==> config.mk <==
export PLATFORM = sky130hd
export DESIGN_NAME = lcd_window_command_sequencer_core
export DESIGN_NICKNAME = d
export VERILOG_FILES = /design/src/hw/rtl/lcdwcs_pkg.sv /design/src/hw/rtl/lcd_window_command_sequencer_core.sv /design/src/hw/rtl/lcdwcs_front.sv /design/src/hw/rtl/lcdwcs_queue.sv /design/src/hw/rtl/lcdwcs_back.sv
export SDC_FILE = /design/constraint.sdc
export NUM_CORES = 1
export LEC_CHECK = 0
export BUFFER_PORTS_ARGS = -buffer_cell sky130_fd_sc_hd__buf_2
export CAP_MARGIN = 10
export CORE_AREA = 2 2 198 200
export DETAILED_ROUTE_END_ITERATION = 6
export DIE_AREA = 0 0 200 202
export PLACE_DENSITY = 0.57
export SLEW_MARGIN = 10
export SYNTH_ARGS = -nofsm -noshare
export SYNTH_HDL_FRONTEND = slang
export SYNTH_SLANG_ARGS = --single-unit
==> constraint.sdc <==
create_clock -name aclk -period 12.9 [get_ports aclk]
set_input_delay 1.935 -clock aclk [delete_from_list [all_inputs] [get_ports aclk]]
set_output_delay 1.935 -clock aclk [all_outputs]
set_load 0.02 [all_outputs]
==> src/hw/rtl/lcdwcs_pkg.sv <==
`default_nettype none

package lcdwcs_pkg;

    // Panel command opcodes.
    localparam logic [7:0] CMD_CASET  = 8'h2A;
    localparam logic [7:0] CMD_PASET  = 8'h2B;
    localparam logic [7:0] CMD_RAMWR  = 8'h2C;
    localparam logic [7:0] CMD_RAMWRC = 8'h3C;

    // Marker for a stored edge that holds nothing yet.
    localparam logic [11:0] EDGE_NONE = 12'hFFF;

    // Depth of the window queue between front and back.
    localparam int QUEUE_DEPTH = 4;
    localparam int QUEUE_AW    = $clog2(QUEUE_DEPTH);

    // One drawing rectangle.
    typedef struct packed {
        logic [9:0]  left_col;
        logic [9:0]  top_row;
        logic [10:0] win_width;
        logic [10:0] win_height;
    } rect_req_t;

    // One byte for the panel.
    typedef struct packed {
        logic [7:0] spi_byte;
        logic       is_data;
        logic       last_of_run;
    } spi_byte_t;

    // A classified rectangle: edges plus which parts of the run to send.
    typedef struct packed {
        logic [9:0]  left;
        logic [11:0] right;
        logic [9:0]  top;
        logic [11:0] bottom;
        logic        col_send;
        logic        col_hi;
        logic        page_send;
        logic        page_hi;
        logic        tall;
    } win_cmd_t;

    // Steps of the byte sequencer.
    typedef enum logic [3:0] {
        ST_START,
        ST_CASET,
        ST_XS_HI,
        ST_XS_LO,
        ST_XE_HI,
        ST_XE_LO,
        ST_PASET,
        ST_YS_HI,
        ST_YS_LO,
        ST_YE_HI,
        ST_YE_LO,
        ST_RAMWR,
        ST_RAMWRC
    } seq_step_t;

endpackage

`default_nettype wire

==> src/hw/rtl/lcd_window_command_sequencer_core.sv <==
`default_nettype none

// LCD address-window command sequencer. Each accepted rectangle (left, top,
// width, height) becomes a run of 1 to 12 panel bytes: an optional column
// window (0x2A with start and end edges, end edge only when it moved), an
// optional page window (0x2B, same rule), then 0x2C and, for windows taller
// than one row, 0x3C; the last byte of each run carries last_of_run. The
// front stage classifies a rectangle against the stored windows in the cycle
// it is accepted and can take a new one every cycle while the four-entry
// window queue has room. The back stage emits one byte per cycle while the
// receiver is ready, through a registered output, so a rectangle takes one
// output slot per byte (1 to 12); the byte-wide output port sets the sustained
// rate. When the back stage is idle, the first byte of a run passes through the
// window queue and then the output register before it is presented.
module lcd_window_command_sequencer_core #(
    parameter int PANEL_WIDTH = 320
) (
    input  wire logic                  aclk,
    input  wire logic                  aresetn,
    input  wire logic                  s_valid,
    output logic                       s_ready,
    input  wire lcdwcs_pkg::rect_req_t s_data,
    output logic                       m_valid,
    input  wire logic                  m_ready,
    output lcdwcs_pkg::spi_byte_t      m_data
);
    import lcdwcs_pkg::*;

    localparam logic [11:0] LAST_COL = 12'(PANEL_WIDTH - 1);

    win_cmd_t front_cmd;
    win_cmd_t head_cmd;
    logic     q_full;
    logic     head_valid;
    logic     pop;
    logic     req_fire;

    // Requests are taken whenever the window queue has space.
    assign s_ready  = !q_full;
    assign req_fire = s_valid && s_ready;

    lcdwcs_front u_front (
        .aclk     (aclk),
        .aresetn  (aresetn),
        .last_col (LAST_COL),
        .req_fire (req_fire),
        .req      (s_data),
        .cmd      (front_cmd)
    );

    lcdwcs_queue u_queue (
        .aclk       (aclk),
        .aresetn    (aresetn),
        .push       (req_fire),
        .push_cmd   (front_cmd),
        .full       (q_full),
        .pop        (pop),
        .head_valid (head_valid),
        .head_cmd   (head_cmd)
    );

    lcdwcs_back u_back (
        .aclk       (aclk),
        .aresetn    (aresetn),
        .head_valid (head_valid),
        .head_cmd   (head_cmd),
        .pop        (pop),
        .m_valid    (m_valid),
        .m_ready    (m_ready),
        .m_data     (m_data)
    );

endmodule

`default_nettype wire

==> src/hw/rtl/lcdwcs_front.sv <==
`default_nettype none

module lcdwcs_front (
    input  wire logic                aclk,
    input  wire logic                aresetn,
    input  wire logic [11:0]         last_col,
    input  wire logic                req_fire,
    input  wire lcdwcs_pkg::rect_req_t req,
    output lcdwcs_pkg::win_cmd_t     cmd
);
    import lcdwcs_pkg::*;

    logic [11:0] prev_left_reg,   prev_left_next;
    logic [11:0] prev_right_reg,  prev_right_next;
    logic [11:0] prev_top_reg,    prev_top_next;
    logic [11:0] prev_bottom_reg, prev_bottom_next;

    logic [10:0] width_eff;
    logic [10:0] height_eff;
    logic        height_one;
    logic [11:0] right_raw;
    logic [11:0] right;
    logic [11:0] bottom;
    logic        col_change;
    logic        page_change;

    // Zero sizes count as one pixel.
    always_comb begin
        width_eff  = (req.win_width == 11'd0) ? 11'd1 : req.win_width;
        height_eff = (req.win_height == 11'd0) ? 11'd1 : req.win_height;
        height_one = (height_eff == 11'd1);
    end

    // Edge arithmetic; a single-row window reaches to the stored right edge
    // when that lies further right, otherwise to the last panel column.
    always_comb begin
        right_raw = {2'b00, req.left_col} + {1'b0, width_eff} - 12'd1;
        bottom    = {2'b00, req.top_row} + {1'b0, height_eff} - 12'd1;
        if (height_one) begin
            if ((prev_right_reg != EDGE_NONE) && (prev_right_reg > right_raw)) begin
                right = prev_right_reg;
            end else begin
                right = last_col;
            end
        end else begin
            right = right_raw;
        end
    end

    // Compare with the stored windows and build the command descriptor.
    always_comb begin
        col_change    = ({2'b00, req.left_col} != prev_left_reg) || (right != prev_right_reg);
        page_change   = ({2'b00, req.top_row} != prev_top_reg) || (bottom != prev_bottom_reg);
        cmd.left      = req.left_col;
        cmd.right     = right;
        cmd.top       = req.top_row;
        cmd.bottom    = bottom;
        cmd.col_send  = col_change;
        cmd.col_hi    = (right != prev_right_reg);
        cmd.page_send = page_change;
        cmd.page_hi   = (bottom != prev_bottom_reg);
        cmd.tall      = !height_one;
    end

    // The stored windows follow every accepted rectangle that changes them.
    always_comb begin
        prev_left_next   = prev_left_reg;
        prev_right_next  = prev_right_reg;
        prev_top_next    = prev_top_reg;
        prev_bottom_next = prev_bottom_reg;
        if (req_fire && col_change) begin
            prev_left_next  = {2'b00, req.left_col};
            prev_right_next = right;
        end
        if (req_fire && page_change) begin
            prev_top_next    = {2'b00, req.top_row};
            prev_bottom_next = bottom;
        end
    end

    always_ff @(posedge aclk) begin
        if (!aresetn) begin
            prev_left_reg   <= EDGE_NONE;
            prev_right_reg  <= EDGE_NONE;
            prev_top_reg    <= EDGE_NONE;
            prev_bottom_reg <= EDGE_NONE;
        end else begin
            prev_left_reg   <= prev_left_next;
            prev_right_reg  <= prev_right_next;
            prev_top_reg    <= prev_top_next;
            prev_bottom_reg <= prev_bottom_next;
        end
    end

endmodule

`default_nettype wire

==> src/hw/rtl/lcdwcs_queue.sv <==
`default_nettype none

module lcdwcs_queue (
    input  wire logic                 aclk,
    input  wire logic                 aresetn,
    input  wire logic                 push,
    input  wire lcdwcs_pkg::win_cmd_t push_cmd,
    output logic                      full,
    input  wire logic                 pop,
    output logic                      head_valid,
    output lcdwcs_pkg::win_cmd_t      head_cmd
);
    import lcdwcs_pkg::*;

    win_cmd_t entry_reg [QUEUE_DEPTH];

    logic [QUEUE_AW-1:0] wr_ptr_reg, wr_ptr_next;
    logic [QUEUE_AW-1:0] rd_ptr_reg, rd_ptr_next;
    logic [QUEUE_AW:0]   count_reg,  count_next;

    always_comb begin
        full       = (count_reg == (QUEUE_AW + 1)'(QUEUE_DEPTH));
        head_valid = (count_reg != '0);
        head_cmd   = entry_reg[rd_ptr_reg];
    end

    // Pointer and fill count update.
    always_comb begin
        wr_ptr_next = push ? wr_ptr_reg + 1'b1 : wr_ptr_reg;
        rd_ptr_next = pop ? rd_ptr_reg + 1'b1 : rd_ptr_reg;
        count_next  = count_reg;
        if (push && !pop) begin
            count_next = count_reg + 1'b1;
        end else if (!push && pop) begin
            count_next = count_reg - 1'b1;
        end
    end

    always_ff @(posedge aclk) begin
        if (!aresetn) begin
            wr_ptr_reg <= '0;
            rd_ptr_reg <= '0;
            count_reg  <= '0;
        end else begin
            wr_ptr_reg <= wr_ptr_next;
            rd_ptr_reg <= rd_ptr_next;
            count_reg  <= count_next;
        end
    end

    // Entry storage.
    always_ff @(posedge aclk) begin
        if (push) begin
            entry_reg[wr_ptr_reg] <= push_cmd;
        end
    end

`ifndef SYNTHESIS
    a_no_overflow: assert property (@(posedge aclk) disable iff (!aresetn)
        push |-> (!full || pop))
        else $error("window queue written while full");
    a_ptrs_match_count: assert property (@(posedge aclk) disable iff (!aresetn)
        (count_reg == '0 || full) |-> (wr_ptr_reg == rd_ptr_reg))
        else $error("window queue pointers disagree with fill count");
    a_pop_has_entry: assert property (@(posedge aclk) disable iff (!aresetn)
        pop |-> head_valid)
        else $error("window queue read while empty");
`endif

endmodule

`default_nettype wire

==> src/hw/rtl/lcdwcs_back.sv <==
`default_nettype none

module lcdwcs_back (
    input  wire logic                 aclk,
    input  wire logic                 aresetn,
    input  wire logic                 head_valid,
    input  wire lcdwcs_pkg::win_cmd_t head_cmd,
    output logic                      pop,
    output logic                      m_valid,
    input  wire logic                 m_ready,
    output lcdwcs_pkg::spi_byte_t     m_data
);
    import lcdwcs_pkg::*;

    seq_step_t step_reg, step_next;
    seq_step_t cur_step;
    seq_step_t page_step;

    spi_byte_t out_reg, out_next;
    logic      out_valid_reg, out_valid_next;
    logic      fire;
    logic      is_last;

    // A new byte is produced when a descriptor waits and the output slot frees.
    always_comb begin
        fire = head_valid && (!out_valid_reg || m_ready);
    end

    // The step to issue now; a fresh descriptor starts at its first part.
    always_comb begin
        page_step = head_cmd.page_send ? ST_PASET : ST_RAMWR;
        if (step_reg == ST_START) begin
            cur_step = head_cmd.col_send ? ST_CASET : page_step;
        end else begin
            cur_step = step_reg;
        end
    end

    // Next-step logic.
    always_comb begin
        step_next = step_reg;
        if (fire) begin
            case (cur_step)
                ST_CASET:  step_next = ST_XS_HI;
                ST_XS_HI:  step_next = ST_XS_LO;
                ST_XS_LO:  step_next = head_cmd.col_hi ? ST_XE_HI : page_step;
                ST_XE_HI:  step_next = ST_XE_LO;
                ST_XE_LO:  step_next = page_step;
                ST_PASET:  step_next = ST_YS_HI;
                ST_YS_HI:  step_next = ST_YS_LO;
                ST_YS_LO:  step_next = head_cmd.page_hi ? ST_YE_HI : ST_RAMWR;
                ST_YE_HI:  step_next = ST_YE_LO;
                ST_YE_LO:  step_next = ST_RAMWR;
                ST_RAMWR:  step_next = head_cmd.tall ? ST_RAMWRC : ST_START;
                ST_RAMWRC: step_next = ST_START;
                default:   step_next = ST_START;
            endcase
        end
    end

    // Byte, marker and end-of-run flag for the current step.
    always_comb begin
        out_next.spi_byte = CMD_RAMWR;
        out_next.is_data  = 1'b0;
        is_last           = 1'b0;
        case (cur_step)
            ST_CASET: begin
                out_next.spi_byte = CMD_CASET;
            end
            ST_XS_HI: begin
                out_next.spi_byte = {6'b0, head_cmd.left[9:8]};
                out_next.is_data  = 1'b1;
            end
            ST_XS_LO: begin
                out_next.spi_byte = head_cmd.left[7:0];
                out_next.is_data  = 1'b1;
            end
            ST_XE_HI: begin
                out_next.spi_byte = {4'b0, head_cmd.right[11:8]};
                out_next.is_data  = 1'b1;
            end
            ST_XE_LO: begin
                out_next.spi_byte = head_cmd.right[7:0];
                out_next.is_data  = 1'b1;
            end
            ST_PASET: begin
                out_next.spi_byte = CMD_PASET;
            end
            ST_YS_HI: begin
                out_next.spi_byte = {6'b0, head_cmd.top[9:8]};
                out_next.is_data  = 1'b1;
            end
            ST_YS_LO: begin
                out_next.spi_byte = head_cmd.top[7:0];
                out_next.is_data  = 1'b1;
            end
            ST_YE_HI: begin
                out_next.spi_byte = {4'b0, head_cmd.bottom[11:8]};
                out_next.is_data  = 1'b1;
            end
            ST_YE_LO: begin
                out_next.spi_byte = head_cmd.bottom[7:0];
                out_next.is_data  = 1'b1;
            end
            ST_RAMWR: begin
                out_next.spi_byte = CMD_RAMWR;
                is_last           = !head_cmd.tall;
            end
            ST_RAMWRC: begin
                out_next.spi_byte = CMD_RAMWRC;
                is_last           = 1'b1;
            end
            default: begin
                out_next.spi_byte = CMD_RAMWR;
            end
        endcase
        out_next.last_of_run = is_last;
        pop                  = fire && is_last;
    end

    // Output register valid tracking.
    always_comb begin
        out_valid_next = out_valid_reg;
        if (fire) begin
            out_valid_next = 1'b1;
        end else if (m_ready) begin
            out_valid_next = 1'b0;
        end
    end

    always_ff @(posedge aclk) begin
        if (!aresetn) begin
            step_reg      <= ST_START;
            out_valid_reg <= 1'b0;
        end else begin
            step_reg      <= step_next;
            out_valid_reg <= out_valid_next;
        end
    end

    always_ff @(posedge aclk) begin
        if (fire) begin
            out_reg <= out_next;
        end
    end

    assign m_valid = out_valid_reg;
    assign m_data  = out_reg;

`ifndef SYNTHESIS
    a_run_ends_at_start: assert property (@(posedge aclk) disable iff (!aresetn)
        (fire && is_last) |=> (step_reg == ST_START))
        else $error("sequencer did not return to start after last byte");
    a_busy_has_head: assert property (@(posedge aclk) disable iff (!aresetn)
        (step_reg != ST_START) |-> head_valid)
        else $error("sequencer mid-run without a descriptor at queue head");
    a_last_is_write_cmd: assert property (@(posedge aclk) disable iff (!aresetn)
        (m_valid && m_data.last_of_run) |->
            ((m_data.spi_byte == CMD_RAMWR || m_data.spi_byte == CMD_RAMWRC)
             && !m_data.is_data))
        else $error("run ended on a byte other than a memory write command");
`endif

endmodule

`default_nettype wire

==> flow_summary.toml, run 1 <==
[global_routing]
grt_antenna_before_repair = 0
grt_pass1_vias = 8381
track_usage_pct = 16.0
grt_max_degree = 60
grt_pass1_wl_um = 49600
overflow = 0

[timing]
relSlewSlack_pct = 37.5
fin_tns_setup_ns = 0
period_share_pct = 49.4
setup_viol = 0
final-hold-violation-count = 0
finClkSkew_ns = 0.0180
period_needed_ns = 6.38
slew_violations = 0
fmax_mhz = 157
worst_slack_ns = 6.52
worst_slew_pin_slew_ns = 0.927
rsz0062_at_grt = "false"

[pwr]
power_density_mw_per_mm2 = 172
p_leak_nw = 5.45
p_switching_mw = 0.832
intPower_mw = 1.73
comb_power_share_pct = 26.1
peakVddDrop_v = 0.0000923
seq_power_share_pct = 45.3
clkPwrFrac_pct = 28.6
p_sw_share_pct = 32.4

[cts]
cts_setup_buffers = 0
clk_path_buf_depth = 3
cts_tree = "done"
cts-root-buf = "clkbuf_16"
ctsHoldBuffers = 0
postCtsResizedCells = 0
cts_inserted_buffers = 28
clock-sinks = 266
clock_latency_ns = 0.55
clk_pin_slew_ns = 0.06
h-tree-depth = 1

[route]
top_layer_used = "met4"
antenna_left = 0
drt_iter0_drc = 748
num_vias = 8739
wl_um = 31700
dr_wl_met2_um = 14000
firstDrtPassIters = 7
routedWlPerCell_um = 18.9
wl_met3_um = 1690
wl_met1_um = 15400
drt_drc_violations_left = 0
vias_per_cell = 5.22

[min_path]
hold_class = "flop to flop"
hold_depth = 2

[synthesis]
muxShareOfSynthArea_pct = 9.83
ys_types = 77
ys_seq_area_share_pct = 55.9
synth_ff_type = "edfxtp_1"
synth-simple-area-share_pct = 10.0
async_flop_share_pct = 0
synth_edf_count = 206
synthCells = 1081
yosys.area_share.adder_pct = 5.85
synth_seq_cells = 266
syn_area_per_cell_um2 = 12.2
syn_nets = 1187
synth_top_family_by_area = "compound AO/OA/AOI/OAI gates"
synth_compound_area_share_pct = 11.0
ys_warn_count = 0
synth_xor_xnor_area_share_pct = 2.85
synth_area_mm2 = 0.0132

[floorplanning]
die_area_mm2 = 0.0404
die_x_um = 200
die_y_um = 202
io_pins = 58
start_util_pct = 34.5
core_area_mm2 = 0.0383
rows = 72

[place]
numPortBuffers = 57
dp.final_hpwl_um = 21800
gp_congestion = 0.908
dp_slack_ns = 6.00
place_inst = 1624

[final_layout]
diodes = 0
syn_to_final_growth_pct = 12.6
layout.nets = 1242
drive_gt1_share_pct = 15.1
stdcell_count = 1675
largest_register_ffs = 196

[critical_path]
cp_data_arrival_time_ns = 6.83
cp_data_required_time_ns = 13.35
start_kind = "primary input"
crit_type = "primary input to flop"
r2r_cells = 13
cp-end-kind = "flop"
crit_fanout = 22

[flow_run]
drv_cap = 0

[status]
status = "completed"
-- synth_stat cells (5+ instances only) --
master / instances / area (µm²)
edfxtp_1: 206 / 6190
inv_1: 107 / 402
nand2_1: 67 / 251
dfxtp_1: 60 / 1200
ha_1: 57 / 713
o21ai_0: 52 / 260
nor2_1: 51 / 191
a21oi_1: 42 / 210
mux2i_1: 42 / 420
mux4_2: 38 / 856
clkbuf_1: 33 / 124
nand3_1: 24 / 120
nor3_1: 23 / 115
xnor2_1: 23 / 201
xor2_1: 20 / 175
o211ai_1: 16 / 120
nor2b_1: 15 / 93.8
o22ai_1: 15 / 93.8
nand4_1: 13 / 81.3
and2_1: 12 / 75.1
nor4_1: 11 / 68.8
and3_1: 10 / 62.6
or2_2: 10 / 62.6
a21o_1: 9 / 67.6
nand2b_1: 8 / 50.1
a22oi_1: 7 / 52.6
a31oi_1: 7 / 43.8
o221ai_1: 6 / 52.6
a211oi_1: 5 / 37.5
o311ai_0: 5 / 43.8
-- path summary, 6_finish.rpt --
kind                                   from                   endpoint  slack, ns
hold reg to reg   u_front.prev_left_reg[10]  u_front.prev_left_reg[10]       0.47
hold / removal    u_front.prev_left_reg[10]  u_front.prev_left_reg[10]       0.47
setup / recovery                 s_data[21]  u_front.prev_right_reg[7]       6.52
setup reg to reg                       flop       u_queue.count_reg[2]       9.07
-- metal layers --
metal / vias to the layer above / GRT usage, %
met1: 4320 / 23.8
met4: 0 / 4.31
li1: 4164 / -
met5: - / 0
met3: 42 / 2.32
met2: 213 / 24.2
-- per-stage QoR --
stage                     power (mW)  area [µm²]  utilization [%]  hold slack (ns)
after detailed placement        1.85       14100             36.7            0.459
after CTS                       2.58       14900             38.9            0.469
after floorplan                 1.62       13200                -            0.440
after global routing            2.70       14900             38.9            0.514
after global placement          1.84       14100             36.7            0.453
final                           2.56       14900             38.9            0.468
-- placed cells by master (no fill, tap or decap), types with 5 or more instances in the layout --
cell	n
clkinv_1	7
edfxtp_1	206
or2_2	10
nor2b_1	15
and2_1	12
a31oi_1	7
nand2_1	67
xnor2_1	23
inv_1	107
xor2_1	20
ha_1	57
nor3_1	23
o22ai_1	15
nand4_1	13
o221ai_1	6
a21oi_1	41
clkbuf_1	9
mux2i_1	42
nor2_1	51
a22oi_1	7
o21ai_0	52
dfxtp_1	58
buf_2	57
buf_4	11
nand3_1	24
nand2b_1	8
and3_1	6
a211oi_1	5
mux4_2	38
nor4_1	11
clkbuf_16	28
a21o_1	9
o211ai_1	16
o311ai_0	5
-- power by group through the flow --
stage	registers (mW)	clock network (mW)	logic (mW)
after floorplan	1.16	0	0.463
after global placement	1.18	0	0.661
after detailed placement	1.18	0	0.668
after CTS	1.16	0.750	0.670
after global routing	1.18	0.784	0.742
final	1.16	0.732	0.669
-- worst max-delay path: stages --
cell and delay, ns:
buf_2 0.12, nor4_1 0.06, a41oi_1 0.21, ha_1 0.17, inv_1 0.04, ha_1 0.21
fa_1 0.43, a211oi_1 0.28, o21ai_0 0.25, a31oi_1 0.25, xor2_1 0.34, ha_1 0.31
nand4_1 0.11, nor2_1 0.08, a311oi_2 0.39, o41ai_2 0.27, a221oi_2 0.29, nand3_1 0.17
nor4_4 0.32, buf_4 0.30, nor3_1 0.06, o21ai_0 0.23
-- cell families (layout without fill, tap and decap cells) --
logic type,after synthesis,count (layout)
buf+inv,153,229
simple gates,261,261
fa+ha+maj,60,60
xor+xnor,43,43
compound gates,216,216
mux,82,82
flops,266,266
-- final cells by class --
| cell class | instances | area (µm²) |
|---|---|---|
| fill | 3652 | 23400 |
| sequential | 266 | 7390 |
| multi-input combinational | 662 | 5240 |
| clock buffer | 38 | 748 |
| tap | 518 | 648 |
| inverter | 110 | 413 |
| timing repair buffer | 68 | 368 |
| clock inverter | 13 | 76.3 |
No activity file was read; power rests on OpenSTA's default activity.
==> inputs of run 2 (changes only) <==
--- a/config.mk
+++ b/config.mk
@@ -10,7 +10,7 @@
 export CORE_AREA = 2 2 198 200
 export DETAILED_ROUTE_END_ITERATION = 6
 export DIE_AREA = 0 0 200 202
-export PLACE_DENSITY = 0.57
+export PLACE_DENSITY = 0.59
 export SLEW_MARGIN = 10
 export SYNTH_ARGS = -nofsm -noshare
 export SYNTH_HDL_FRONTEND = slang
==> constraint.sdc (replaced) <==
create_clock -name aclk -period 5.4 [get_ports aclk]
set_input_delay 0.81 -clock aclk [delete_from_list [all_inputs] [get_ports aclk]]
set_output_delay 0.81 -clock aclk [all_outputs]
set_load 0.02 [all_outputs]
==> run 2 against run 1 <==
Design area grew 0.89%. Critical path depth is the same. Non-clock buffer count grew 16. Global-route usage shrank 0.15 points. Die area is the same. Clock power grew 140%. Wire length grew 0.40%.
==> flow_summary.toml, run 2 (same netlist as run 1, synthesis figures left out) <==
[route]
vias_per_cell = 5.20
routedWlPerCell_um = 18.8
antenna_left = 0
wl_um = 31900
num_vias = 8789
firstDrtPassIters = 5
drt_iter0_drc = 769
drt_drc_violations_left = 0

[critical_path]
start_kind = "primary input"
r2r_cells = 13
crit_type = "primary input to flop"
cp_data_required_time_ns = 5.85
cp-end-kind = "flop"
cp_data_arrival_time_ns = 5.36
crit_fanout = 22

[timing]
final-hold-violation-count = 0
slew_violations = 0
fmax_mhz = 204
period_share_pct = 90.9
fin_tns_setup_ns = 0
worst_slew_pin_slew_ns = 0.838
rsz0062_at_grt = "false"
finClkSkew_ns = 0.0248
period_needed_ns = 4.91
setup_viol = 0
relSlewSlack_pct = 43.7

[global_routing]
overflow = 0
grt_antenna_before_repair = 1
track_usage_pct = 15.8
top_usage_layer = "met2"
use_met1_pct = 23.1
grt_pass1_wl_um = 49200
grt_max_degree = 60
grt_use_met2_pct = 24.0
grt_pass1_vias = 8363
grt_use_met3_pct = 2.70

[status]
status = "completed"

[cts]
cts-root-buf = "clkbuf_16"
clk_path_buf_depth = 3
clk_pin_slew_ns = 0.07
clock_latency_ns = 0.55
cts_setup_buffers = 0
ctsHoldBuffers = 0
cts_tree = "done"
postCtsResizedCells = 0
h-tree-depth = 1
clock-sinks = 266
cts_inserted_buffers = 28

[place]
place_inst = 1640
gp_congestion = 0.906
dp.final_hpwl_um = 22500
numPortBuffers = 57

[floorplanning]
die_area_mm2 = 0.0404
io_pins = 58
die_y_um = 202
rows = 72
core_area_mm2 = 0.0383
start_util_pct = 34.5
die_x_um = 200

[final_layout]
drive_gt1_share_pct = 16.5
regArea_mm2 = 0.00739
multiInputGateArea_mm2 = 0.00524
final_common_cell = "edfxtp_1"
fill_cells = 3657
layout.nets = 1258
final_cell_mix = "edfxtp_1, inv_1, nand2_1, dfxtp_1"
stdcell_count = 1691
syn_to_final_growth_pct = 13.6
largest_register_ffs = 196

[pwr]
p_leak_nw = 5.52
peakVddDrop_v = 0.000230
power_density_mw_per_mm2 = 410

[min_path]
hold_depth = 2
hold_class = "flop to flop"

[flow_run]
drv_cap = 0
run 2: final cells by class:
cell class	count	share of cell area, %
inverters	110	2.75
well taps	518	4.32
multi-input cells	662	34.9
clock inverters	11	0.550
repair buffers	84	3.25
clock buffers	39	5.01
diodes	1	0.0167
flip-flops and latches	266	49.2
run 2: routing by layer:
metal  share of wire (%)  wire length, µm
met1                  46            14700
met2                  45            14200
met3                 6.4             2020
met4                 2.9              922
met5                   0                0
run 2: stage by stage:
| stage | hold WS (ns) | setup slack, ns | instance area (µm²) | total power, mW | utilization [%] |
|---|---|---|---|---|---|
| floorplan | 0.440 | 0.323 | 13200 | 3.88 | - |
| global placement | 0.461 | 0.130 | 14200 | 4.41 | 37.0 |
| detailed placement | 0.468 | -0.0337 | 14200 | 4.44 | 37.0 |
| CTS | 0.480 | 0.537 | 15000 | 6.20 | 39.2 |
| global route | 0.509 | 0.105 | 15000 | 6.48 | 39.2 |
| finish | 0.475 | 0.492 | 15000 | 6.16 | 39.2 |
run 2: final timing paths:
kind         slack (ns)                 startpoint                         to
min reg2reg        0.47  u_front.prev_left_reg[10]  u_front.prev_left_reg[10]
max reg2reg        1.79                       flop       u_queue.count_reg[2]
min                0.47  u_front.prev_left_reg[10]  u_front.prev_left_reg[10]
max                0.49                 s_data[12]  u_front.prev_right_reg[1]
run 2: critical path: stages:
cell and delay [ns]:
buf_2 0.09, nor4_1 0.05, a41oi_1 0.22, ha_1 0.17, inv_1 0.04, ha_1 0.21, fa_1 0.42, a211oi_1 0.27
o21ai_0 0.21, a211oi_1 0.28, xnor2_1 0.25, ha_1 0.31, nand4_1 0.12, nor2_1 0.08, a311oi_2 0.35, o41ai_2 0.16
a221oi_2 0.26, nand3_1 0.18, nor4_4 0.32, buf_4 0.29, nor2_1 0.08, o211ai_1 0.18
run 2: report_power, final:
| part | total, mW | switching (mW) | internal (mW) |
|---|---|---|---|
| sequential | 2.78 | 0.197 | 2.58 |
| combinational | 1.62 | 1.02 | 0.607 |
| clock | 1.75 | 0.779 | 0.975 |
==> inputs of run 3 (changes only) <==
--- a/config.mk
+++ b/config.mk
@@ -7,10 +7,10 @@
 export LEC_CHECK = 0
 export BUFFER_PORTS_ARGS = -buffer_cell sky130_fd_sc_hd__buf_2
 export CAP_MARGIN = 10
-export CORE_AREA = 2 2 198 200
+export CORE_AREA = 2 2 159 161
 export DETAILED_ROUTE_END_ITERATION = 6
-export DIE_AREA = 0 0 200 202
-export PLACE_DENSITY = 0.59
+export DIE_AREA = 0 0 161 163
+export PLACE_DENSITY = 0.81
 export SLEW_MARGIN = 10
 export SYNTH_ARGS = -nofsm -noshare
 export SYNTH_HDL_FRONTEND = slang
==> run 3 against run 2 <==
Largest power group unchanged. Via count is 5.2% higher. Sequential share of layout area is 0.50 points higher. Sequential power hardly changed. Count of clock-buffer cells in the layout is 1 lower.
==> flow_summary.toml, run 3 (same netlist as run 1, synthesis figures left out) <==
[route]
drt_drc_violations_left = 0
drt_iter0_drc = 939
top_layer_used = "met4"
vias_per_cell = 6.14
antenna_left = 0
firstDrtPassIters = 5
dr_wl_met2_um = 14900
wl_met1_um = 13100
routedWlPerCell_um = 21.1
wl_um = 31800
wl_met3_um = 2810
num_vias = 9244

[critical_path]
max_stage_delay_ns = 0.43
crit_chain = "buf_2, nor4_1, a41oi_1, ha_1, inv_1, ha_1, fa_1, a211oi_1, o21ai_0, a211oi_1, xnor2_1, ha_1, nand4_1, nor2_1, a311oi_2, o41ai_2, a221oi_2, nand3_1, nor4_4, inv_2, a21oi_1, o21ai_1"
cp_common_cell = "ha_1"
cp-end-kind = "flop"
cp_data_required_time_ns = 5.76
r2r-end = "u_queue.count_reg[2]"
r2r_slack_ns = 1.56
crit_family = "compound AO/OA/AOI/OAI gates"
cp_slowest_cell = "fa_1"
cp_data_arrival_time_ns = 5.36
start_kind = "primary input"
r2r_cells = 13
cp_num_buf_inv = 3
crit_type = "primary input to flop"
crit_fanout = 16

[final_layout]
stdcell_count = 1506
drive_gt1_share_pct = 16.8
multiInputGateArea_mm2 = 0.00524
layout.nets = 1260
largest_register_ffs = 196
regArea_mm2 = 0.00739
fill_cells = 1937
syn_to_final_growth_pct = 12.5
final_common_cell = "edfxtp_1"
final_util_pct = 60.3
final_cell_mix = "edfxtp_1, inv_1, nand2_1, dfxtp_1"

[timing]
finClkSkew_ns = 0.0134
slew_violations = 0
setup_viol = 0
relSlewSlack_pct = 20.0
fmax_mhz = 200
worst_slew_pin_slew_ns = 1.20
period_share_pct = 92.7
rsz0062_at_grt = "false"
fin_tns_setup_ns = 0
final-hold-violation-count = 0
period_needed_ns = 5.01
worst_hold_slack_ns = 0.478

[floorplanning]
io_pins = 58
start_util_pct = 53.6
rows = 58
die_x_um = 161
core_area_mm2 = 0.0247
die_y_um = 163
die_area_mm2 = 0.0262

[global_routing]
overflow = 0
grt_antenna_before_repair = 1
grt_pass1_wl_um = 50100
grt_pass1_vias = 9045
grt_max_degree = 60
track_usage_pct = 24.6

[pwr]
p_sw_share_pct = 31.8
clkPwrFrac_pct = 29.4
p_switching_mw = 2.00
p_total_mw = 6.27
power_density_mw_per_mm2 = 422
intPower_mw = 4.28
seq_power_share_pct = 44.5
p_leak_nw = 5.57
comb_power_share_pct = 26.1
peakVddDrop_v = 0.000264

[place]
gp_congestion = 0.956
place_inst = 1455
numPortBuffers = 57
dp.final_hpwl_um = 21300

[cts]
clock_latency_ns = 0.54
clk_pin_slew_ns = 0.06
clk_path_buf_depth = 3
cts_tree = "done"
h-tree-depth = 1
cts_inserted_buffers = 27
cts_setup_buffers = 0
clock-sinks = 266
cts-root-buf = "clkbuf_16"

[min_path]
hold_depth = 2
hp-start = "u_front.prev_left_reg[10]"
whs_endpoint = "u_front.prev_left_reg[10]"
hold_class = "flop to flop"

[status]
status = "completed"

[flow_run]
drv_cap = 0
## run 3: metrics by stage
stage	setup slack, ns	cell area (µm²)
global route	0.00370	14900
global placement	0.110	14000
detailed placement	-0.120	14000
CTS	0.392	14900
finish	0.394	14900
floorplan	0.323	13200
## run 3: worst min-delay path, stage by stage, from the launching register on
cell,delay [ns]
dfxtp_1,0.31
o21ai_0,0.07
nand2_1,0.05
## run 3: how the worst max path moves through the flow
stage | from | endpoint | slack [ns] | depth (start not counted)
2_1_floorplan | s_data[14] | u_front.prev_right_reg[11] | 0.32 | 22
3_3_place_gp | s_data[21] | u_front.prev_right_reg[6] | 0.11 | 22
3_5_place_dp | s_data[21] | u_front.prev_right_reg[6] | -0.12 | 22
4_1_cts | s_data[21] | u_front.prev_right_reg[8] | 0.39 | 22
5_1_grt | s_data[21] | u_front.prev_right_reg[9] | 0.004 | 22
6_report | s_data[21] | u_front.prev_right_reg[9] | 0.39 | 22
## run 3: area by class of cell
cell class,instances,share of cell area [%]
multi-input cells,662,35.3
inverters,110,2.78
clock inverters,12,0.842
diodes,1,0.0168
repair buffers,87,3.52
well taps,330,2.78
clock buffers,38,5.09
flip-flops and latches,266,49.7
## run 3: layer usage
layer | vias to the layer above | GRT usage, %
met1 | 4479 | 33.5
met2 | 474 | 39.7
met5 | - | 0
met4 | 0 | 8.93
li1 | 4211 | -
met3 | 80 | 4.91
## run 3: repair_timing
action / CTS / global route
setup endpoints to repair: 0 / 9
hold endpoints to repair: 0 / 0
hold buffers: 0 / 0
resized for setup: 0 / 1
## run 3: power groups by stage
stage / logic, mW / clock network [mW] / registers [mW]
finish: 1.64 / 1.84 / 2.79
global placement: 1.55 / 0 / 2.81
detailed placement: 1.59 / 0 / 2.82
floorplan: 1.11 / 0 / 2.77
global route: 1.79 / 1.94 / 2.82
CTS: 1.61 / 1.86 / 2.79
